===== src/sv/pbm_pkg.sv =====
// Package: shared constants and types for the pixel block mosaic.
`default_nettype none
package pbm_pkg;

  localparam int MAX_WIDTH  = 2048;
  localparam int MAX_HEIGHT = 4096;
  localparam int PIXEL_BITS = 32;

  // counter and address widths
  localparam int COL_W  = $clog2(MAX_WIDTH);
  localparam int ROW_W  = $clog2(MAX_HEIGHT);
  localparam int CMP_W  = 16;

  // register field widths
  localparam int FW_W   = 12;
  localparam int FH_W   = 13;
  localparam int BS_W   = 8;
  localparam int ADDR_W = 4;
  localparam int DATA_W = 32;

  // register indexes (paddr[3:2])
  localparam logic [1:0] REG_FRAME_WIDTH  = 2'd0;
  localparam logic [1:0] REG_FRAME_HEIGHT = 2'd1;
  localparam logic [1:0] REG_BLOCK_SIZE   = 2'd2;

  localparam logic [FW_W-1:0] FW_RESET = FW_W'(640);
  localparam logic [FH_W-1:0] FH_RESET = FH_W'(480);
  localparam logic [BS_W-1:0] BS_RESET = BS_W'(1);

  // where a pixel's output value comes from
  typedef logic [1:0] kind_t;
  localparam kind_t KIND_DIRECT = 2'd0;  // block corner on a band's first row
  localparam kind_t KIND_READ   = 2'd1;  // line store read-back
  localparam kind_t KIND_HOLD   = 2'd2;  // same block as previous pixel

  typedef struct packed {
    kind_t kind;
    logic  frame_end;
  } pix_ctrl_t;

  typedef struct packed {
    logic             we;
    logic             re;
    logic [COL_W-1:0] addr;
  } ram_req_t;

endpackage
`default_nettype wire


===== src/sv/pbm_out.sv =====
// Output pipeline: read-data stage, held block value and output register.
`default_nettype none
module pbm_out
  import pbm_pkg::*;
(
  input  wire logic                  clk_i,
  input  wire logic                  rst_ni,
  input  wire logic                  in_acc_i,
  input  wire logic [PIXEL_BITS-1:0] pixel_i,
  input  wire pix_ctrl_t             ctrl_i,
  input  wire logic [PIXEL_BITS-1:0] rdata_i,
  input  wire logic                  out_stall_i,
  output logic                       in_stall_o,
  output logic                       out_valid_o,
  output logic      [PIXEL_BITS-1:0] pixel_o,
  output logic                       frame_end_o
);

  logic                  a_vld_q, a_vld_d;
  logic [PIXEL_BITS-1:0] a_pix_q;
  pix_ctrl_t             a_ctrl_q;
  logic                  b_vld_q, b_vld_d;
  logic [PIXEL_BITS-1:0] b_pix_q;
  logic                  b_fe_q;
  logic [PIXEL_BITS-1:0] held_q, held_d;
  logic                  a_adv, out_acc;

  assign out_acc    = b_vld_q & ~out_stall_i;
  assign a_adv      = a_vld_q & (~b_vld_q | ~out_stall_i);
  // the store read data stays put while stage A waits, as no new read is issued
  assign in_stall_o = a_vld_q & ~a_adv;

  always_comb begin
    case (a_ctrl_q.kind)
      KIND_DIRECT: held_d = a_pix_q;
      KIND_READ:   held_d = rdata_i;
      default:     held_d = held_q;
    endcase
  end

  assign a_vld_d = in_acc_i | (a_vld_q & ~a_adv);
  assign b_vld_d = a_adv | (b_vld_q & ~out_acc);

  always_ff @(posedge clk_i or negedge rst_ni) begin
    if (!rst_ni) begin
      a_vld_q <= 1'b0;
      b_vld_q <= 1'b0;
      held_q  <= '0;
    end else begin
      a_vld_q <= a_vld_d;
      b_vld_q <= b_vld_d;
      if (a_adv) begin
        held_q <= held_d;
      end
    end
  end

  always_ff @(posedge clk_i) begin
    if (in_acc_i) begin
      a_pix_q  <= pixel_i;
      a_ctrl_q <= ctrl_i;
    end
    if (a_adv) begin
      b_pix_q <= held_d;
      b_fe_q  <= a_ctrl_q.frame_end;
    end
  end

  assign out_valid_o = b_vld_q;
  assign pixel_o     = b_pix_q;
  assign frame_end_o = b_fe_q;

endmodule
`default_nettype wire


===== config.mk =====
export PLATFORM = sky130hd
export DESIGN_NAME = pbm_out
export DESIGN_NICKNAME = d
export VERILOG_FILES = /design/src/sv/pbm_pkg.sv /design/src/sv/pbm_out.sv
export SDC_FILE = /design/constraint.sdc
export NUM_CORES = 1
export LEC_CHECK = 0
export BUFFER_PORTS_ARGS = -buffer_cell sky130_fd_sc_hd__clkbuf_2
export CAP_MARGIN = 10
export CELL_PAD_IN_SITES_DETAIL_PLACEMENT = 0
export CELL_PAD_IN_SITES_GLOBAL_PLACEMENT = 1
export CORE_MARGIN = 8
export CORE_UTILIZATION = 40
export DETAILED_ROUTE_END_ITERATION = 16
export GPL_ROUTABILITY_DRIVEN = 0
export PLACE_DENSITY = 0.84
export SLEW_MARGIN = 10
export SYNTH_ARGS = -nofsm -noshare
export SYNTH_HDL_FRONTEND = slang
export SYNTH_SLANG_ARGS = --single-unit

===== constraint.sdc =====
create_clock -name clk_i -period 1.9 [get_ports clk_i]
set_clock_uncertainty 0.2 [all_clocks]
set_input_delay 0.475 -clock clk_i [delete_from_list [all_inputs] [get_ports clk_i]]
set_output_delay 0.475 -clock clk_i [all_outputs]
set_load 0.005 [all_outputs]

==> impl_metrics.json, run 1 <==
{
  "die_area_um2": 14500,
  "cts_tree": "yes",
  "cts_resized": 0,
  "worstSetupPathType": "reg -> reg",
  "worstPathCellList": "buf_12 -> mux2_1 -> mux2_2",
  "highest_layer": "met5",
  "area_delta_synth_final_pct": 21.9,
  "routedWlPerCell_um": 18.3,
  "antenna_left": 0,
  "start_kind": "flip-flop",
  "cts.sinks": 102,
  "cp_max_fo": 19,
  "dpl.hpwl_um": 6290,
  "grt_start_max_net_pins": 35,
  "dr_wl_met2_um": 4410,
  "start_util_pct": 40.7,
  "dp_cells": 460,
  "ys_types": 15,
  "max_stage_delay_ns": 0.47,
  "ys_warn_count": 0,
  "antenna_found_initial": 1,
  "die_h_um": 121,
  "rows": 38,
  "synth_seq_area_share_pct": 66.2,
  "fin_nets": 403,
  "cp-end-kind": "flip-flop",
  "dr.pass1.iters": 5,
  "route.detailed.drc": 0,
  "path_clk_slew_ns": 0.11,
  "crit_slowest_cell": "edfxtp_1",
  "avgSynthCellArea_um2": 20.2,
  "fin_crit_ns": 1.78,
  "clk-insertion-delay-late_ns": 0.36,
  "vias_per_cell": 4.72,
  "drv_slew": 0,
  "setup_viol": 0,
  "status": "finished clean",
  "layout-drive-gt1-share_pct": 67.7,
  "synth_area_um2": 4370,
  "vias": 2251,
  "synth_cells": 216,
  "timing.hold.ws_ns": 0.0753,
  "crit_family": "multiplexers",
  "fin_tns_setup_ns": 0,
  "dieWidth_um": 121,
  "clock.fmax_mhz": 561,
  "fillers": 947,
  "slew_headroom_pct": 67.9,
  "p_leak_nw": 2.31,
  "powerDensity_nw_per_um2": 1020,
  "fin_cells": 477,
  "root_buffer": "clkbuf_8",
  "top_level_ports": 106,
  "cp_data_required_time_ns": 1.82,
  "postCtsSetupRepairBufs": 0,
  "wl_met1_um": 3530,
  "ys_ff_latch": 102,
  "clk_path_buf_depth": 2,
  "synth_nets": 287,
  "min-delay-path-class": "in -> reg",
  "drtIter0Drc": 146,
  "grt_util_all_layers_pct": 12.4,
  "design.core.area_um2": 10700,
  "grt_setup_unrepaired": "no",
  "antenna_cells": 0,
  "finalHoldViolCount": 0,
  "grt_pass1_wl_um": 13800,
  "tightest_slew_ns": 0.481,
  "htreeDepth": 3,
  "overflow": 0,
  "ir_worst_vdd_v": 0.000420,
  "wl_met3_um": 684,
  "grt_pass1_vias": 2619,
  "cts_hold_buf": 1,
  "cp_num_buf_inv": 1,
  "io_buffers": 105,
  "cts_buffers": 9,
  "drv_cap": 0,
  "routed_wl_um": 8750,
  "finalCritPeriodShare_pct": 93.8,
  "worstPathArrival_ns": 1.70
}
==> worst paths after layout <==
check / start / to / slack [ns] / depth (start not counted)
worst max-delay path: a_ctrl_q[1] / pixel_o[30] / 0.12 / 3
worst min-delay path: pixel_i[0] / a_pix_q[0] / 0.08 / 1
worst max register to register: a_ctrl_q[1] / pixel_o[30] / 0.12 / 3
worst min register to register: a_ctrl_q[0] / frame_end_o / 0.24 / 0
max in group asynchronous: rst_ni / held_q[17] / 0.65 / 3
min in group asynchronous: rst_ni / out_valid_o / 0.49 / 3
==> cell type report <==
cell class,instances,area (µm²),share of cell area [%]
Sequential cell,102,2890,54.3
Multi-Input combinational cell,102,1350,25.3
Tap cell,140,175,3.29
Clock inverter,7,93.8,1.76
Clock buffer,9,124,2.33
Timing Repair Buffer,117,693,13.0
==> synthesized netlist by cell type (all sizes together) <==
cell,instances,share of area (%)
mux2,96,30
edfxtp,68,47
dfrtp,34,19
buf,12,3.0
and2,1,0.14
and3,1,0.14
and3b,1,0.20
nand2,1,0.086
nand2b,1,0.14
or2,1,0.14
==> registers in the layout, indices dropped and copies added, names as in the netlist <==
name	cells
a_pix_q	32
held_q	32
pixel_o	32
a_ctrl_q	3
a_vld_q	1
frame_end_o	1
out_valid_o	1
==> power by group <==
| part | total [mW] | internal, mW | leakage (nW) | switching [mW] |
|---|---|---|---|---|
| logic | 1.01 | 0.655 | 1.15 | 0.356 |
| registers | 2.96 | 2.79 | 1.06 | 0.165 |
| clock network | 1.45 | 0.643 | 0.106 | 0.802 |
| total | 5.42 | 4.09 | 2.31 | 1.32 |
==> logic make-up after synthesis <==
| family | synth area share, % |
|---|---|
| flops | 66.2 |
| buf+inv | 3.04 |
| simple gates | 0.859 |
| mux | 29.9 |
==> metrics by stage <==
stage	total power [mW]	instance area, µm²	setup WS [ns]	util, %
2_1_floorplan	3.65	4370	0.258	-
3_3_place_gp	3.97	5100	0.137	47.4
3_5_place_dp	4.03	5100	0.118	47.4
4_1_cts	5.50	5330	0.110	49.6
5_1_grt	5.68	5330	0.0687	49.6
6_report	5.42	5330	0.118	49.6
==> routing by layer <==
layer / track usage, % / vias up
met4: 4.06 / 2
met2: 21.2 / 72
met3: 4.48 / 13
met5: 0 / -
met1: 14.2 / 1116
li1: - / 1048
==> placed cells by master (no fill, tap or decap), drive strengths merged <==
master / count
clkbuf: 114
nand2b: 1
or2: 1
and3: 1
clkinv: 3
nand2: 1
dlygate4sd3: 1
and3b: 1
bufinv: 1
and2: 1
buf: 11
inv: 2
edfxtp: 68
dfrtp: 34
mux2: 96
clkinvlp: 1
(Power assumes the default switching activity.)
==> run 2, diff against run 1 <==
RECOVER_POWER = 100   (was not set)
TNS_END_PERCENT = 30   (was not set)
==> impl_metrics.json, run 2 (synthesis results as in run 1) <==
{
  "status": "finished clean",
  "fin_tns_setup_ns": 0,
  "p_leak_nw": 2.03,
  "dieWidth_um": 121,
  "cts_tree": "yes",
  "dr.pass1.iters": 4,
  "r2r_end": "pixel_o[9]",
  "path_clk_slew_ns": 0.11,
  "fin_nets": 403,
  "die_area_um2": 14500,
  "min_to": "a_pix_q[0]",
  "routedWlPerCell_um": 18.4,
  "cts_hold_buf": 1,
  "ff2ff_path_depth": 3,
  "vias_per_cell": 4.68,
  "setup_ws_ns": 0.117,
  "place_ws_ns": 0.118,
  "start_kind": "flip-flop",
  "clock.fmax_mhz": 561,
  "start_util_pct": 40.7,
  "drv_slew": 0,
  "cp-end-kind": "flip-flop",
  "grt_start_max_net_pins": 35,
  "slew_headroom_pct": 37.7,
  "cts_buffers": 9,
  "clk_path_buf_depth": 2,
  "vias": 2234,
  "cts.sinks": 102,
  "area_delta_synth_final_pct": 16.2,
  "postCtsSetupRepairBufs": 0,
  "drv_cap": 0,
  "clk-insertion-delay-late_ns": 0.36,
  "fillers": 1012,
  "ir_worst_vdd_v": 0.000416,
  "multi_input_area_um2": 1180,
  "final_cell_mix": "clkbuf_2, edfxtp_1, mux2_1",
  "grt_setup_unrepaired": "no",
  "rows": 38,
  "seqCellArea_um2": 2890,
  "antenna_found_initial": 1,
  "route.detailed.drc": 0,
  "grt_pass1_vias": 2619,
  "setup_viol": 0,
  "cp_max_fo": 19,
  "tightest_slew_ns": 0.934,
  "fin_crit_ns": 1.78,
  "top_level_ports": 106,
  "dpl.hpwl_um": 6290,
  "design.core.area_um2": 10700,
  "grt_util_all_layers_pct": 12.4,
  "hp-start": "pixel_i[0]",
  "final_common_cell": "clkbuf_2",
  "powerDensity_nw_per_um2": 1030,
  "r2r_start": "a_ctrl_q[1]",
  "htreeDepth": 3,
  "worstSetupPathType": "reg -> reg",
  "reg2reg_slack_ns": 0.12,
  "antenna_cells": 0,
  "cp_data_required_time_ns": 1.82,
  "finalHoldViolCount": 0,
  "overflow": 0,
  "io_buffers": 105,
  "routed_wl_um": 8770,
  "root_buffer": "clkbuf_8",
  "hold_depth": 1,
  "antenna_left": 0,
  "cts_resized": 0,
  "drtIter0Drc": 105,
  "layout-drive-gt1-share_pct": 44.2,
  "worstPathArrival_ns": 1.70,
  "grt_pass1_wl_um": 13800,
  "min-delay-path-class": "in -> reg",
  "die_h_um": 121,
  "finalCritPeriodShare_pct": 93.9
}
-- run 2: changes by cell type in the layout (fill, tap and decap cells not counted), sizes merged --
cell / delta
buf: -3
clkbuf: +3
-- run 2: critical path: stages, from the launching register on --
cell,delay [ns]
edfxtp_1,0.50
buf_12,0.22
mux2_1,0.36
mux2_2,0.27
-- run 2: layer usage --
metal / track usage (%) / share of wire (%) / vias up
li1: - / - / 1047
met1: 14.2 / 42 / 1102
met2: 21.2 / 50 / 69
met3: 4.48 / 7.1 / 14
met4: 4.06 / 1.3 / 2
met5: 0 / 0.14 / -
-- run 2: cell type report --
cell class / count / area share [%]
clock buffer: 9 / 2.44
clock inverter: 7 / 1.85
multi-input combinational: 102 / 23.2
sequential: 102 / 57.0
tap: 140 / 3.45
timing repair buffer: 117 / 12.1
-- run 2: worst max path at each step --
| stage | cells past startpoint | startpoint | end | slack, ns |
|---|---|---|---|---|
| 3_5_place_dp | 5 | out_stall_i | held_q[0] | 0.12 |
| 4_1_cts | 3 | a_ctrl_q[1] | pixel_o[30] | 0.11 |
| 3_3_place_gp | 5 | out_stall_i | held_q[0] | 0.14 |
| 2_1_floorplan | 4 | a_ctrl_q[1] | pixel_o[10] | 0.26 |
| 5_1_grt | 3 | rst_ni | held_q[17] | 0.04 |
| 6_report | 3 | a_ctrl_q[1] | pixel_o[9] | 0.12 |
-- run 2: metrics by stage --
step | area [µm²] | hold slack (ns) | std cells | util (%) | power, mW
after CTS | 5330 | 0.0543 | 477 | 49.6 | 5.50
after global placement | 5100 | 0.201 | 460 | 47.4 | 3.97
after global routing | 5080 | 0.0467 | 477 | 47.3 | 5.49
after detailed placement | 5100 | 0.217 | 460 | 47.4 | 4.03
final | 5080 | 0.0756 | 477 | 47.3 | 5.23
after floorplan | 4370 | -0.0206 | 216 | - | 3.65
-- run 2: power breakdown --
group | switching (mW) | leakage, nW | internal [mW]
Combinational | 0.343 | 0.866 | 0.493
Sequential | 0.156 | 1.06 | 2.79
Clock | 0.800 | 0.106 | 0.643
==> run 3, diff against run 2 <==
CTS_BUF_LIST = sky130_fd_sc_hd__clkbuf_16   (was not set)
==> impl_metrics.json, run 3 (synthesis results as in run 1) <==
{
  "path_clk_slew_ns": 0.08,
  "dpl.hpwl_um": 6290,
  "die_h_um": 121,
  "fin_tns_setup_ns": 0,
  "start_kind": "flip-flop",
  "slew_headroom_pct": 58.9,
  "drtIter0Drc": 122,
  "cp_data_required_time_ns": 1.79,
  "powerDensity_nw_per_um2": 1100,
  "p_leak_nw": 2.08,
  "fillers": 994,
  "cts_resized": 0,
  "worstPathArrival_ns": 1.66,
  "route.detailed.drc": 0,
  "antenna_found_initial": 1,
  "grt_setup_unrepaired": "no",
  "die_area_um2": 14500,
  "overflow": 0,
  "drv_slew": 0,
  "design.core.area_um2": 10700,
  "rows": 38,
  "status": "finished clean",
  "grt_pass1_vias": 2628,
  "antenna_cells": 0,
  "routed_wl_um": 8730,
  "area_delta_synth_final_pct": 18.6,
  "worstSetupPathType": "reg -> reg",
  "layout-drive-gt1-share_pct": 44.2,
  "start_util_pct": 40.7,
  "min-delay-path-class": "in -> reg",
  "vias": 2239,
  "cp-end-kind": "flip-flop",
  "cp_max_fo": 19,
  "cts.sinks": 102,
  "final_common_cell": "clkbuf_2",
  "routedWlPerCell_um": 18.3,
  "clk-insertion-delay-late_ns": 0.34,
  "clk_path_buf_depth": 2,
  "utilization_pct": 48.2,
  "drv_cap": 0,
  "grt_pass1_wl_um": 13700,
  "fin_nets": 403,
  "grt_util_all_layers_pct": 12.4,
  "top_level_ports": 106,
  "postCtsSetupRepairBufs": 0,
  "io_buffers": 105,
  "setup_ws_ns": 0.130,
  "power_mw": 5.70,
  "tightest_slew_ns": 0.617,
  "grt_start_max_net_pins": 35,
  "htreeDepth": 3,
  "root_buffer": "clkbuf_16",
  "fin_crit_ns": 1.77,
  "finalHoldViolCount": 0,
  "dieWidth_um": 121,
  "vias_per_cell": 4.69,
  "stdcell_area_um2": 5180,
  "seqCellArea_um2": 2890,
  "ir_worst_vdd_v": 0.000466,
  "place_ws_ns": 0.118,
  "antenna_left": 0,
  "setup_viol": 0,
  "cts_tree": "yes",
  "place_area_um2": 5100,
  "cts_buffers": 9,
  "finalCritPeriodShare_pct": 93.2,
  "final_cell_mix": "clkbuf_2, edfxtp_1, mux2_1",
  "clock.fmax_mhz": 565,
  "multi_input_area_um2": 1180,
  "dr.pass1.iters": 4
}
## run 3: cell count changes in the layout (fill, tap and decap cells not counted)
cell       change
clkbuf_8       -9
clkbuf_2       -1
clkbuf_16      +9
buf_4          +1
## run 3: stage by stage
step                      hold slack [ns]  instances
after floorplan                   -0.0206        216
after global placement              0.201        460
after detailed placement            0.217        460
after CTS                          0.0886        477
after global routing               0.0844        477
final                               0.102        477
## run 3: per-layer routing
| layer | routed length, µm | track usage (%) | up-vias |
|---|---|---|---|
| met5 | 10 | 0 | - |
| met4 | 101 | 4.37 | 2 |
| met3 | 600 | 4.66 | 10 |
| met2 | 4320 | 20.9 | 65 |
| met1 | 3710 | 14.1 | 1112 |
| li1 | - | - | 1050 |
## run 3: timing repair
action                                  CTS  global route
hold buffers                              1             0
endpoints found under the setup margin    0             0
hold endpoints to repair                 31             0
## run 3: final timing paths
path / from / to / slack, ns / depth (start not counted)
worst max-delay path: a_ctrl_q[1] / pixel_o[9] / 0.13 / 3
worst min-delay path: pixel_i[0] / a_pix_q[0] / 0.10 / 1
worst max register to register: a_ctrl_q[1] / pixel_o[9] / 0.13 / 3
worst min register to register: a_ctrl_q[0] / frame_end_o / 0.23 / 0
max in group asynchronous: rst_ni / held_q[13] / 0.64 / 3
min in group asynchronous: rst_ni / out_valid_o / 0.52 / 3
## run 3: cell type report
| cell class | count | area share [%] |
|---|---|---|
| flip-flops and latches | 102 | 55.8 |
| multi-input cells | 102 | 22.7 |
| clock buffers | 9 | 4.35 |
| repair buffers | 117 | 12.0 |
| well taps | 140 | 3.38 |
| clock inverters | 7 | 1.81 |
## run 3: critical path: stages (launching register included)
cell and delay [ns]:
edfxtp_1 0.48, buf_12 0.21, mux2_1 0.36, mux2_2 0.27
## run 3: power breakdown
part,leakage [nW],switching (mW),internal (mW)
Clock,0.152,0.863,1.06
Sequential,1.06,0.154,2.80
Combinational,0.866,0.341,0.493
