`src/sv/pbm_pkg.sv`:
```
// Package: shared constants and types for the pixel block mosaic.
`default_nettype none
package pbm_pkg;

  localparam int MAX_WIDTH  = 2048;
  localparam int MAX_HEIGHT = 4096;
  localparam int PIXEL_BITS = 32;

  // counter and address widths
  localparam int COL_W  = $clog2(MAX_WIDTH);
  localparam int ROW_W  = $clog2(MAX_HEIGHT);
  localparam int CMP_W  = 16;

  // register field widths
  localparam int FW_W   = 12;
  localparam int FH_W   = 13;
  localparam int BS_W   = 8;
  localparam int ADDR_W = 4;
  localparam int DATA_W = 32;

  // register indexes (paddr[3:2])
  localparam logic [1:0] REG_FRAME_WIDTH  = 2'd0;
  localparam logic [1:0] REG_FRAME_HEIGHT = 2'd1;
  localparam logic [1:0] REG_BLOCK_SIZE   = 2'd2;

  localparam logic [FW_W-1:0] FW_RESET = FW_W'(640);
  localparam logic [FH_W-1:0] FH_RESET = FH_W'(480);
  localparam logic [BS_W-1:0] BS_RESET = BS_W'(1);

  // where a pixel's output value comes from
  typedef logic [1:0] kind_t;
  localparam kind_t KIND_DIRECT = 2'd0;  // block corner on a band's first row
  localparam kind_t KIND_READ   = 2'd1;  // line store read-back
  localparam kind_t KIND_HOLD   = 2'd2;  // same block as previous pixel

  typedef struct packed {
    kind_t kind;
    logic  frame_end;
  } pix_ctrl_t;

  typedef struct packed {
    logic             we;
    logic             re;
    logic [COL_W-1:0] addr;
  } ram_req_t;

endpackage
`default_nettype wire

```
`src/sv/pbm_pos.sv`:
```
// Position tracking: column, row, block phases and line store requests.
`default_nettype none
module pbm_pos
  import pbm_pkg::*;
(
  input  wire logic            clk_i,
  input  wire logic            rst_ni,
  input  wire logic            in_acc_i,
  input  wire logic            frame_start_i,
  input  wire logic [FW_W-1:0] frame_width_i,
  input  wire logic [FH_W-1:0] frame_height_i,
  input  wire logic [BS_W-1:0] block_size_i,
  output pix_ctrl_t            ctrl_o,
  output ram_req_t             ram_req_o
);

  logic [COL_W-1:0] col_q, col_d, col_e;
  logic [ROW_W-1:0] row_q, row_d, row_e;
  logic [BS_W-1:0]  cph_q, cph_d, cph_e;
  logic [BS_W-1:0]  rph_q, rph_d, rph_e;
  logic [COL_W-1:0] bidx_q, bidx_d, bidx_e;

  logic [CMP_W-1:0] w_lim, h_lim;
  logic [BS_W:0]    bs_lim;
  logic             last_col, last_row, cph_wrap, rph_wrap;

  // frame start clears the position before this pixel is handled
  assign col_e  = frame_start_i ? '0 : col_q;
  assign row_e  = frame_start_i ? '0 : row_q;
  assign cph_e  = frame_start_i ? '0 : cph_q;
  assign rph_e  = frame_start_i ? '0 : rph_q;
  assign bidx_e = frame_start_i ? '0 : bidx_q;

  always_comb begin
    if (frame_width_i == '0) begin
      w_lim = CMP_W'(1);
    end else if (CMP_W'(frame_width_i) > CMP_W'(MAX_WIDTH)) begin
      w_lim = CMP_W'(MAX_WIDTH);
    end else begin
      w_lim = CMP_W'(frame_width_i);
    end
    if (frame_height_i == '0) begin
      h_lim = CMP_W'(1);
    end else if (CMP_W'(frame_height_i) > CMP_W'(MAX_HEIGHT)) begin
      h_lim = CMP_W'(MAX_HEIGHT);
    end else begin
      h_lim = CMP_W'(frame_height_i);
    end
    bs_lim = (block_size_i == '0) ? (BS_W+1)'(1) : {1'b0, block_size_i};
  end

  assign last_col = (CMP_W'(col_e) + CMP_W'(1)) >= w_lim;
  assign last_row = (CMP_W'(row_e) + CMP_W'(1)) >= h_lim;
  assign cph_wrap = ({1'b0, cph_e} + (BS_W+1)'(1)) >= bs_lim;
  assign rph_wrap = ({1'b0, rph_e} + (BS_W+1)'(1)) >= bs_lim;

  always_comb begin
    if (cph_e != '0) begin
      ctrl_o.kind = KIND_HOLD;
    end else if (rph_e == '0) begin
      ctrl_o.kind = KIND_DIRECT;
    end else begin
      ctrl_o.kind = KIND_READ;
    end
    ctrl_o.frame_end = last_col & last_row;
    ram_req_o.we   = in_acc_i & (cph_e == '0) & (rph_e == '0);
    ram_req_o.re   = in_acc_i & (cph_e == '0) & (rph_e != '0);
    ram_req_o.addr = bidx_e;
  end

  always_comb begin
    col_d  = col_e;
    row_d  = row_e;
    cph_d  = cph_e;
    rph_d  = rph_e;
    bidx_d = bidx_e;
    if (!last_col) begin
      col_d = col_e + COL_W'(1);
      if (cph_wrap) begin
        cph_d  = '0;
        bidx_d = bidx_e + COL_W'(1);
      end else begin
        cph_d = cph_e + BS_W'(1);
      end
    end else begin
      col_d  = '0;
      cph_d  = '0;
      bidx_d = '0;
      if (!last_row) begin
        row_d = row_e + ROW_W'(1);
        rph_d = rph_wrap ? '0 : rph_e + BS_W'(1);
      end else begin
        row_d = '0;
        rph_d = '0;
      end
    end
  end

  always_ff @(posedge clk_i or negedge rst_ni) begin
    if (!rst_ni) begin
      col_q  <= '0;
      row_q  <= '0;
      cph_q  <= '0;
      rph_q  <= '0;
      bidx_q <= '0;
    end else if (in_acc_i) begin
      col_q  <= col_d;
      row_q  <= row_d;
      cph_q  <= cph_d;
      rph_q  <= rph_d;
      bidx_q <= bidx_d;
    end
  end

endmodule
`default_nettype wire

```
`config.mk`:
```
export PLATFORM = sky130hd
export DESIGN_NAME = pbm_pos
export DESIGN_NICKNAME = d
export VERILOG_FILES = /design/src/sv/pbm_pkg.sv /design/src/sv/pbm_pos.sv
export SDC_FILE = /design/constraint.sdc
export NUM_CORES = 1
export LEC_CHECK = 0
export BUFFER_PORTS_ARGS = -buffer_cell sky130_fd_sc_hd__buf_4
export CAP_MARGIN = 10
export CORE_MARGIN = 3
export CORE_UTILIZATION = 45
export DETAILED_ROUTE_END_ITERATION = 16
export PLACE_DENSITY_LB_ADDON = 0.2
export SETUP_SLACK_MARGIN = 0.3
export SYNTH_ARGS = -nofsm -noshare
export SYNTH_HDL_FRONTEND = slang
export SYNTH_SLANG_ARGS = --single-unit
```
`constraint.sdc`:
```
create_clock -name clk_i -period 3 [get_ports clk_i]
set_input_delay 0.15 -clock clk_i [delete_from_list [all_inputs] [get_ports clk_i]]
set_output_delay 0.15 -clock clk_i [all_outputs]
set_load 0.01 [all_outputs]
```
==> results of run 1 <==
-- flip-flops by register name, indices dropped and copies added (netlist names) --
register and flops:
cph_q 8, row_q 12, rph_q 8, bidx_q 11, col_q 11
-- per-stage QoR --
step	setup WS [ns]	power, mW	hold slack, ns	utilization (%)
global route	-0.3547	1.941	0.4493	66.06
floorplan	-0.03836	0.9976	-0.1456	-
finish	-0.1703	1.855	0.4036	66.06
detailed placement	-0.2161	1.191	0.2337	59.03
global placement	-0.1892	1.176	0.2351	59.03
CTS	-0.1287	1.844	0.4156	64.70
-- cells by family after synthesis --
kind of cell	after synthesis	synth area share, %
buffers and inverters	60	5.647
xor gates and xnor gates	24	4.792
DFF	50	28.52
AOI/OAI and AO/OA	123	19.62
adders and majority gates	48	13.69
and+or+nand+nor	215	26.36
muxes	6	1.369
-- layout by cell type, fill, tap and decap left out, types with 5 or more instances in the layout --
cell / count
a22o_1: 15
dfrtp_1: 50
o21ai_0: 14
nand3_1: 28
xnor2_1: 13
a21oi_1: 8
nor2b_1: 14
nand4_1: 10
o21ai_2: 7
a31oi_1: 6
and3_1: 8
o2bb2ai_1: 5
buf_4: 136
nor3_1: 6
clkbuf_8: 6
nand2b_1: 5
mux2i_1: 6
buf_6: 13
nor4_1: 6
nand3_2: 8
o21a_1: 6
nor2_1: 35
ha_1: 43
o21ai_1: 15
xor2_1: 11
a21o_1: 11
inv_1: 34
nand2_1: 44
-- how the worst min path moves through the flow --
stage                            to  slack (ns)  depth (start not counted)
after detailed placement  row_q[11]        0.23                          1
final                     row_q[11]        0.40                          2
after floorplan           bidx_q[0]       -0.15                          0
after CTS                  cph_q[0]        0.42                          4
after global routing       col_q[5]        0.45                          5
after global placement    row_q[11]        0.24                          1
-- per-layer routing --
metal | GRT usage, % | vias up
met5 | 0 | -
met4 | 6.279 | 0
met3 | 4.077 | 20
met2 | 40.51 | 105
met1 | 29.59 | 2176
li1 | - | 2195
-- power groups by stage --
stage	clock, mW	sequential (mW)	combinational [mW]
finish	0.608	0.728	0.519
global route	0.637	0.733	0.572
CTS	0.614	0.728	0.502
detailed placement	0	0.740	0.452
global placement	0	0.738	0.438
floorplan	0	0.736	0.261
-- worst max-delay path: cells and delay by family, from the launching register on --
kind | cells | cell delay, ns
adder cells (fa/ha/maj) | 2 | 0.45
buffers and inverters | 3 | 0.45
AO/OA/AOI/OAI | 7 | 0.90
flip-flops | 1 | 0.36
XOR/XNOR | 1 | 0.14
AND/OR/NAND/NOR | 5 | 0.78
-- cell type report --
cell class                      count  area share [%]
Clock buffer                        6           1.334
Clock inverter                      2          0.9701
Inverter                           35           2.122
Multi-Input combinational cell    418           53.25
Sequential cell                    50           20.21
Tap cell                          129           2.607
Timing Repair Buffer              152           19.50
-- timing repair --
action / 4_1_cts / 5_1_grt
hold buffers: 1 / 0
pin swaps: 34 / 15
setup endpoints to repair: 51 / 51
cloned: 2 / 0
gates resized for setup: 67 / 29
hold endpoints to repair: 50 / 0
setup buffers: 15 / 4
==> flow_summary.json, run 1 <==
{
  "layout.area.seq_mm2": 0.001251,
  "antenna_found_initial": 0,
  "clkSinkCount": 50,
  "die_w_um": 104.7,
  "r2r_end": "bidx_q[7]",
  "placed_area_mm2": 0.005532,
  "critPathCaptureType": "register",
  "route.antenna.remaining_nets": 0,
  "p_sw_share_pct": 30.15,
  "n_fill_cell": 791,
  "tns_ns": -2.274,
  "synth_area_mm2": 0.004387,
  "final-max-slew-violation-count": 0,
  "rows": 35,
  "relSlewSlack_pct": 31.02,
  "nets": 747,
  "layout.cells.non_filler": 792,
  "topRoutingLayerUsed": "met4",
  "period_share_pct": 105.7,
  "port_buffers": 52,
  "dieArea_mm2": 0.01097,
  "wl_met2_mm": 6.383,
  "dr.first_iter.drc_count": 141,
  "power.leakage_nw": 2.967,
  "grtUsageTotal_pct": 23.25,
  "grt_pass1_vias": 4639,
  "start_util_pct": 46.81,
  "grt_pass1_wl_mm": 21.41,
  "io_pins": 53,
  "place_congestion": 0.8399,
  "yosysTopAreaCell": "dfrtp_1",
  "grt_overflow_total": 0,
  "yosysUniqueCellTypes": 61,
  "drive_gt1_share_pct": 35.29,
  "power.density_mw_per_mm2": 299.7,
  "dp.cells": 762,
  "cp-startpoint": "col_q[1]",
  "intPower_mw": 1.296,
  "post-synth-top-area-fraction_pct": 28.52,
  "finClkSkew_ns": 0.01646,
  "dp_hpwl_mm": 9.060,
  "synth.avg_cell_area_um2": 8.340,
  "p_clk_share_pct": 32.8,
  "synth_ff_type": "dfrtp_1",
  "multiInputGateArea_mm2": 0.003297,
  "post-route-cell-area_mm2": 0.006191,
  "firstDrtPassIters": 5,
  "routed-wl-met3_um": 631,
  "num_antenna_cells": 0,
  "comb_power_share_pct": 28.0,
  "synth_area_leaders": "dfrtp_1, ha_1, nand2_1",
  "synthArstFlopShare_pct": 100.0,
  "crit_type": "reg2reg",
  "violations": "negative setup slack",
  "cp_max_fo": 3,
  "die_h_um": 104.7,
  "cts_tree": "built",
  "rsz0062_at_grt": "true",
  "wl_per_cell_um": 16.14,
  "peakVddDrop_v": 0.0002435,
  "yosys.cell_count.top_type": "dfrtp_1",
  "max_freq_mhz": 315.4,
  "insertion_delay_ns": 0.33,
  "setup_viol": 33,
  "r2r-start": "col_q[1]",
  "grt_max_degree": 51,
  "status": "complete, but fails checks",
  "post-route-min-period_ns": 3.170,
  "syn2layout_area_growth_pct": 41.13,
  "syn-num-nets": 611,
  "cpPeakStageDelay_ns": 0.36,
  "crit_top_cell": "buf_4",
  "ys_ff_latch": 50,
  "coreArea_mm2": 0.009371,
  "cts_root_buffer": "clkbuf_8",
  "cp.required_ns": 3.25,
  "drcViolationCount": 0,
  "vias_per_cell": 5.677,
  "crit_chain": "nor2b_4 -> ha_4 -> nand4_1 -> nor3b_2 -> nand3_1 -> xnor2_1 -> nor2_1 -> ha_2 -> o21ai_2 -> o21ai_2 -> a21oi_2 -> buf_4 -> o21ai_4 -> buf_4 -> buf_4 -> a311oi_1 -> o21ai_0 -> o21ai_1",
  "setup_slack_ns": -0.1703,
  "syn-instance-count": 526,
  "hold_violations": 0,
  "p_seq_share_pct": 39.2,
  "yosys-top-cells-count": "dfrtp_1, nand2_1, ha_1, nor2_1, nand3_1",
  "synth-edff-count": 0,
  "switchingPower_uw": 559.4,
  "clock_path_buffers": 2,
  "critPathArrivalTime_ns": 3.42,
  "r2r_cells": 18,
  "crit_end": "bidx_q[7]",
  "yosys_warnings": 0,
  "yosysSeqAreaShare_pct": 28.52,
  "cp_slowest_cell": "dfrtp_1",
  "vias": 4496,
  "tightest_slew_ns": 1.034,
  "htreeDepth": 2,
  "cts.clk_slew.worst_paths_ns": 0.09,
  "drt-total-wl_mm": 12.78,
  "drt-met1-wl_mm": 5.568,
  "cts_made_buffers": 5,
  "drv_cap": 0,
  "r2r_slack_ns": -0.17,
  "cp-start-kind": "register",
  "hold_class": "in2async"
}
(Power assumes the default switching activity.)
==> inputs of run 2 (changes only) <==
- CELL_PAD_IN_SITES_DETAIL_PLACEMENT: not set -> 1
- CELL_PAD_IN_SITES_GLOBAL_PLACEMENT: not set -> 2
- CORE_UTILIZATION: 45 -> 32
==> run 2 against run 1 <==
- clock skew is 0.0070 ns lower
- largest cell class unchanged
- worst hold slack got worse by 0.030 ns
- clock power increased by 13%
- die area increased by 38%
- first-iteration DRC count increased by 21%
- critical path depth is 2 lower
- maximum frequency down 1.5%
- utilization fell by 17 points
- design area rose by 6.3%
- non-clock buffer count increased by 17
- the run still ends with negative setup slack left
- clock-buffer cell count fell by 1
- setup slack got worse by 0.047 ns
==> flow_summary.json, run 2 (synthesized netlist as in run 1, its figures left out) <==
{
  "status": "complete, but fails checks",
  "violations": "negative setup slack",
  "cts_made_buffers": 5,
  "wl_per_cell_um": 17.86,
  "coreArea_mm2": 0.01335,
  "cp-start-kind": "register",
  "antenna_found_initial": 0,
  "final_common_cell": "buf_4",
  "rsz0062_at_grt": "true",
  "start_util_pct": 32.86,
  "largestRegisters": "row_q: 12 flops, bidx_q: 11 flops, col_q: 11 flops",
  "num_antenna_cells": 0,
  "clock_path_buffers": 2,
  "max_freq_mhz": 310.8,
  "io_pins": 53,
  "largest_reg_flops": 12,
  "crit_chain": "buf_4 -> buf_4 -> and3_4 -> nand4_1 -> nor2_1 -> xnor2_1 -> nor2_1 -> ha_1 -> a211oi_2 -> o21ai_1 -> a21oi_2 -> o21a_1 -> buf_12 -> nor3_4 -> buf_12 -> a32o_1",
  "post-route-cell-area_mm2": 0.006579,
  "final_cell_mix": "buf_4, dfrtp_1, nand2_1, ha_1, nor2_1",
  "place_congestion": 0.7659,
  "power.leakage_nw": 3.108,
  "grt_overflow_total": 0,
  "final-max-slew-violation-count": 0,
  "dp_hpwl_mm": 10.93,
  "period_share_pct": 107.2,
  "drv_cap": 0,
  "firstDrtPassIters": 4,
  "path_delay_family": "compound AO/OA/AOI/OAI gates",
  "die_h_um": 123.1,
  "cp.required_ns": 3.19,
  "syn2layout_area_growth_pct": 49.97,
  "htreeDepth": 2,
  "finClkSkew_ns": 0.009463,
  "cts_tree": "built",
  "grt_max_degree": 51,
  "dieArea_mm2": 0.01515,
  "cp_slowest_cell": "dfrtp_1",
  "vias_per_cell": 5.320,
  "grt_pass1_vias": 4921,
  "cts.clk_slew.worst_paths_ns": 0.08,
  "vias": 4549,
  "relSlewSlack_pct": 42.11,
  "cp_max_fo": 6,
  "largest_register": "row_q",
  "path_buf_inv": 4,
  "dr.first_iter.drc_count": 171,
  "peakVddDrop_v": 0.0002470,
  "power.density_mw_per_mm2": 305.6,
  "port_buffers": 52,
  "cts_root_buffer": "clkbuf_16",
  "cpPeakStageDelay_ns": 0.37,
  "grt_pass1_wl_mm": 24.38,
  "setup_viol": 45,
  "drt-total-wl_mm": 15.27,
  "hold_slack_ns": 0.3739,
  "critPathCaptureType": "register",
  "tightest_slew_ns": 0.8673,
  "drive_gt1_share_pct": 39.03,
  "setup_slack_ns": -0.2174,
  "hold_violations": 0,
  "nets": 763,
  "dp.cells": 820,
  "post-route-min-period_ns": 3.217,
  "die_w_um": 123.1,
  "route.antenna.remaining_nets": 0,
  "clkSinkCount": 50,
  "critPathArrivalTime_ns": 3.41,
  "crit_type": "reg2reg",
  "hold_class": "in2reg",
  "placed_area_mm2": 0.005723,
  "layout.cells.non_filler": 855,
  "grtUsageTotal_pct": 20.15,
  "insertion_delay_ns": 0.30,
  "drcViolationCount": 0,
  "rows": 42
}
==> run 2: cell count changes in the layout (fill, tap and decap cells not counted), moves of 4 or more <==
cell,before,now
buf_4,136,148
clkbuf_16,0,6
o21ai_2,7,11
nand3_2,8,12
o2bb2ai_1,5,1
nand3_1,28,23
clkbuf_8,6,0
o2bb2ai_2,1,5
buf_12,0,4
==> run 2: metal layers <==
layer | vias to the layer above | track usage (%) | part of all wire (%)
met1 | 2245 | 25.77 | 45
met5 | - | 0 | 0
li1 | 2216 | - | -
met3 | 18 | 2.242 | 2.6
met4 | 0 | 6.298 | 1.9
met2 | 70 | 35.57 | 50
==> run 2: cell type report <==
cell class | instances | area [um^2]
Multi-Input combinational cell | 417 | 3401
Inverter | 35 | 131.4
Tap cell | 176 | 220.2
Clock inverter | 3 | 43.79
Sequential cell | 50 | 1251
Timing Repair Buffer | 169 | 1406
Fill cell | 1536 | 6769
Clock buffer | 5 | 125.1
==> run 2: path summary, 6_finish.rpt <==
check                      slack (ns)  cells after the start         to          start
max in group asynchronous        2.07                      2   rph_q[0]         rst_ni
min                              0.37                      3   row_q[2]  frame_start_i
min in group asynchronous        0.46                      2   rph_q[3]         rst_ni
min reg2reg                      0.51                      1  bidx_q[7]      bidx_q[7]
max reg2reg                     -0.22                     16   rph_q[1]       col_q[1]
max                             -0.22                     16   rph_q[1]       col_q[1]
==> run 2: stage by stage <==
step	setup WS (ns)	setup TNS, ns	power, mW	util, %
floorplan	-0.03836	-0.2662	0.9976	-
global placement	-0.3307	-9.317	1.219	42.88
detailed placement	-0.3691	-10.43	1.241	42.88
CTS	-0.1847	-3.794	1.999	47.19
global route	-0.4510	-17.06	2.117	49.29
finish	-0.2174	-6.205	2.010	49.29
==> run 2: repair_timing <==
action                                 4_1_cts  5_1_grt
gates resized for setup                     70       47
buffers inserted                            19        5
endpoints found under the hold margin       50        0
setup endpoints to repair                   51       51
cloned                                       0        2
pin swaps                                   41       32
hold buffers                                 1        0
==> run 2: worst register-to-register path, delay by kind of cell (launching register included) <==
kind	cells	cell delay, ns
and+or+nand+nor	5	0.78
xor gates and xnor gates	1	0.09
adders and majority gates	1	0.30
DFF	1	0.37
AOI/OAI and AO/OA	5	1.00
buffers and inverters	4	0.57
==> run 2: power by group <==
| group | internal, mW | switching, mW | total, mW |
|---|---|---|---|
| combinational | 0.278 | 0.315 | 0.593 |
| clock | 0.396 | 0.291 | 0.688 |
| sequential | 0.704 | 0.0256 | 0.730 |
| total | 1.38 | 0.632 | 2.01 |
==> inputs of run 3 (changes only) <==
- PLACE_DENSITY: not set -> 0.88
- PLACE_DENSITY_LB_ADDON: 0.2 -> not set
==> run 3 against run 2 <==
- die area unchanged
- largest cell class unchanged
- the flow still finishes with violations (negative setup slack)
- sequential cell count unchanged
- register-to-register slack worse by 0.39 ns
- combinational power up 4.6%
==> flow_summary.json, run 3 (synthesized netlist as in run 1, its figures left out) <==
{
  "cts_made_buffers": 5,
  "dr.first_iter.drc_count": 342,
  "dieArea_mm2": 0.01515,
  "cp_slowest_cell": "dfrtp_1",
  "nets": 767,
  "critPathCaptureType": "register",
  "cp_max_fo": 7,
  "rows": 42,
  "io_pins": 53,
  "insertion_delay_ns": 0.31,
  "cts.clk_slew.worst_paths_ns": 0.08,
  "syn2layout_area_growth_pct": 51.94,
  "grt_pass1_wl_mm": 26.85,
  "status": "complete, but fails checks",
  "port_buffers": 52,
  "num_antenna_cells": 0,
  "max_freq_mhz": 277.4,
  "cp.required_ns": 3.23,
  "drive_gt1_share_pct": 41.14,
  "vias": 4780,
  "cpPeakStageDelay_ns": 0.43,
  "p_seq_share_pct": 37.4,
  "die_h_um": 123.1,
  "crit_chain": "buf_6 -> buf_6 -> and3_4 -> nand4_1 -> nor3b_4 -> mux2i_1 -> ha_1 -> o21ai_1 -> o21ai_1 -> a21oi_2 -> o21ai_2 -> buf_6 -> buf_12 -> buf_12 -> buf_6 -> a311oi_2 -> o21ai_1 -> o21ai_1",
  "die_w_um": 123.1,
  "largest_register": "row_q",
  "drt-total-wl_mm": 17.77,
  "total_power_mw": 1.976,
  "final-max-slew-violation-count": 0,
  "grt_pass1_vias": 5130,
  "antenna_found_initial": 0,
  "crit_type": "reg2reg",
  "relSlewSlack_pct": 37.34,
  "post-route-min-period_ns": 3.605,
  "power.leakage_nw": 3.134,
  "cts_tree": "built",
  "firstDrtPassIters": 4,
  "p_clk_share_pct": 31.2,
  "place_congestion": 0.8720,
  "grt_max_degree": 51,
  "clock_path_buffers": 2,
  "start_util_pct": 32.86,
  "setup_viol": 51,
  "hold_class": "in2async",
  "cp-start-kind": "register",
  "comb_power_share_pct": 31.4,
  "intPower_mw": 1.321,
  "r2r_slack_ns": -0.60,
  "final_common_cell": "buf_4",
  "finClkSkew_ns": 0.007899,
  "switchingPower_uw": 655.0,
  "vias_per_cell": 5.565,
  "largest_reg_flops": 12,
  "grtUsageTotal_pct": 22.54,
  "dpl_worst_slack_ns": -0.4092,
  "tightest_slew_ns": 0.9388,
  "tns_ns": -19.45,
  "drv_cap": 0,
  "clkSinkCount": 50,
  "rsz0062_at_grt": "true",
  "hold_violations": 0,
  "period_share_pct": 120.2,
  "final_cell_mix": "buf_4, dfrtp_1, nand2_1, ha_1, nor2_1",
  "setup_slack_ns": -0.6045,
  "grt_overflow_total": 0,
  "wl_per_cell_um": 20.69,
  "r2r_cells": 18,
  "fin_util_pct": 49.93,
  "route.antenna.remaining_nets": 0,
  "coreArea_mm2": 0.01335,
  "drcViolationCount": 0,
  "p_sw_share_pct": 33.14,
  "largestRegisters": "row_q: 12 flops, bidx_q: 11 flops, col_q: 11 flops",
  "peakVddDrop_v": 0.0002235,
  "htreeDepth": 2,
  "critPathArrivalTime_ns": 3.83,
  "power.density_mw_per_mm2": 296.5,
  "cts_root_buffer": "clkbuf_16",
  "violations": "negative setup slack",
  "dp_hpwl_mm": 10.84
}
[run 3: changes by cell type in the layout (fill, tap and decap cells not counted), sizes merged]
| cell | delta |
|---|---|
| bufinv | -1 |
| clkinvlp | +1 |
| inv | -1 |
| buf | +5 |
[run 3: final timing paths]
check | to | startpoint
min in group clk_i | row_q[4] | frame_start_i
worst max-delay path | bidx_q[7] | col_q[1]
worst min register to register | bidx_q[10] | bidx_q[10]
worst max register to register | bidx_q[7] | col_q[1]
worst min-delay path | cph_q[3] | rst_ni
max in group asynchronous | row_q[4] | rst_ni
[run 3: area by class of cell]
class                   instances  area (um^2)
clock buffers                   6        138.9
clock inverters                 2        12.51
fillers                      1560         6683
inverters                      35        131.4
multi-input cells             417         3441
flip-flops and latches         50         1251
well taps                     176        220.2
repair buffers                173         1470
[run 3: through the flow]
step	hold WS (ns)	cell area (um^2)	instances
global placement	0.2350	5578	804
finish	0.4279	6665	859
global route	0.4931	6665	859
floorplan	-0.1456	4571	526
detailed placement	0.2486	5578	804
CTS	0.4569	6417	844
[run 3: critical path, delay by kind of cell (launching register included)]
| kind | cells | cell delay, ns |
|---|---|---|
| AOI/OAI and AO/OA | 7 | 1.06 |
| adders and majority gates | 1 | 0.29 |
| buffers and inverters | 6 | 0.73 |
| DFF | 1 | 0.43 |
| muxes | 1 | 0.25 |
| and+or+nand+nor | 3 | 0.78 |
[run 3: timing repair]
item,in CTS,in global routing
pin swaps,53,29
gates cloned,1,0
hold buffers,1,0
buffers inserted,30,15
setup endpoints to repair,51,51
hold endpoints to repair,50,0
gates resized for setup,104,30
[run 3: power groups by stage]
stage               combinational, mW  clock, mW  sequential, mW
floorplan                       0.261          0           0.736
global placement                0.439          0           0.742
detailed placement              0.461          0           0.744
CTS                             0.553      0.615           0.732
global route                    0.669      0.654           0.742
finish                          0.620      0.617           0.739
[run 3: metal layers]
metal  vias up  part of all wire [%]  global-route usage, %
met5         -                     0                      0
met4         0                   3.2                  8.720
met3        44                   3.5                  3.202
met2       130                    53                  40.45
met1      2382                    41                  27.19
li1       2224                     -                      -
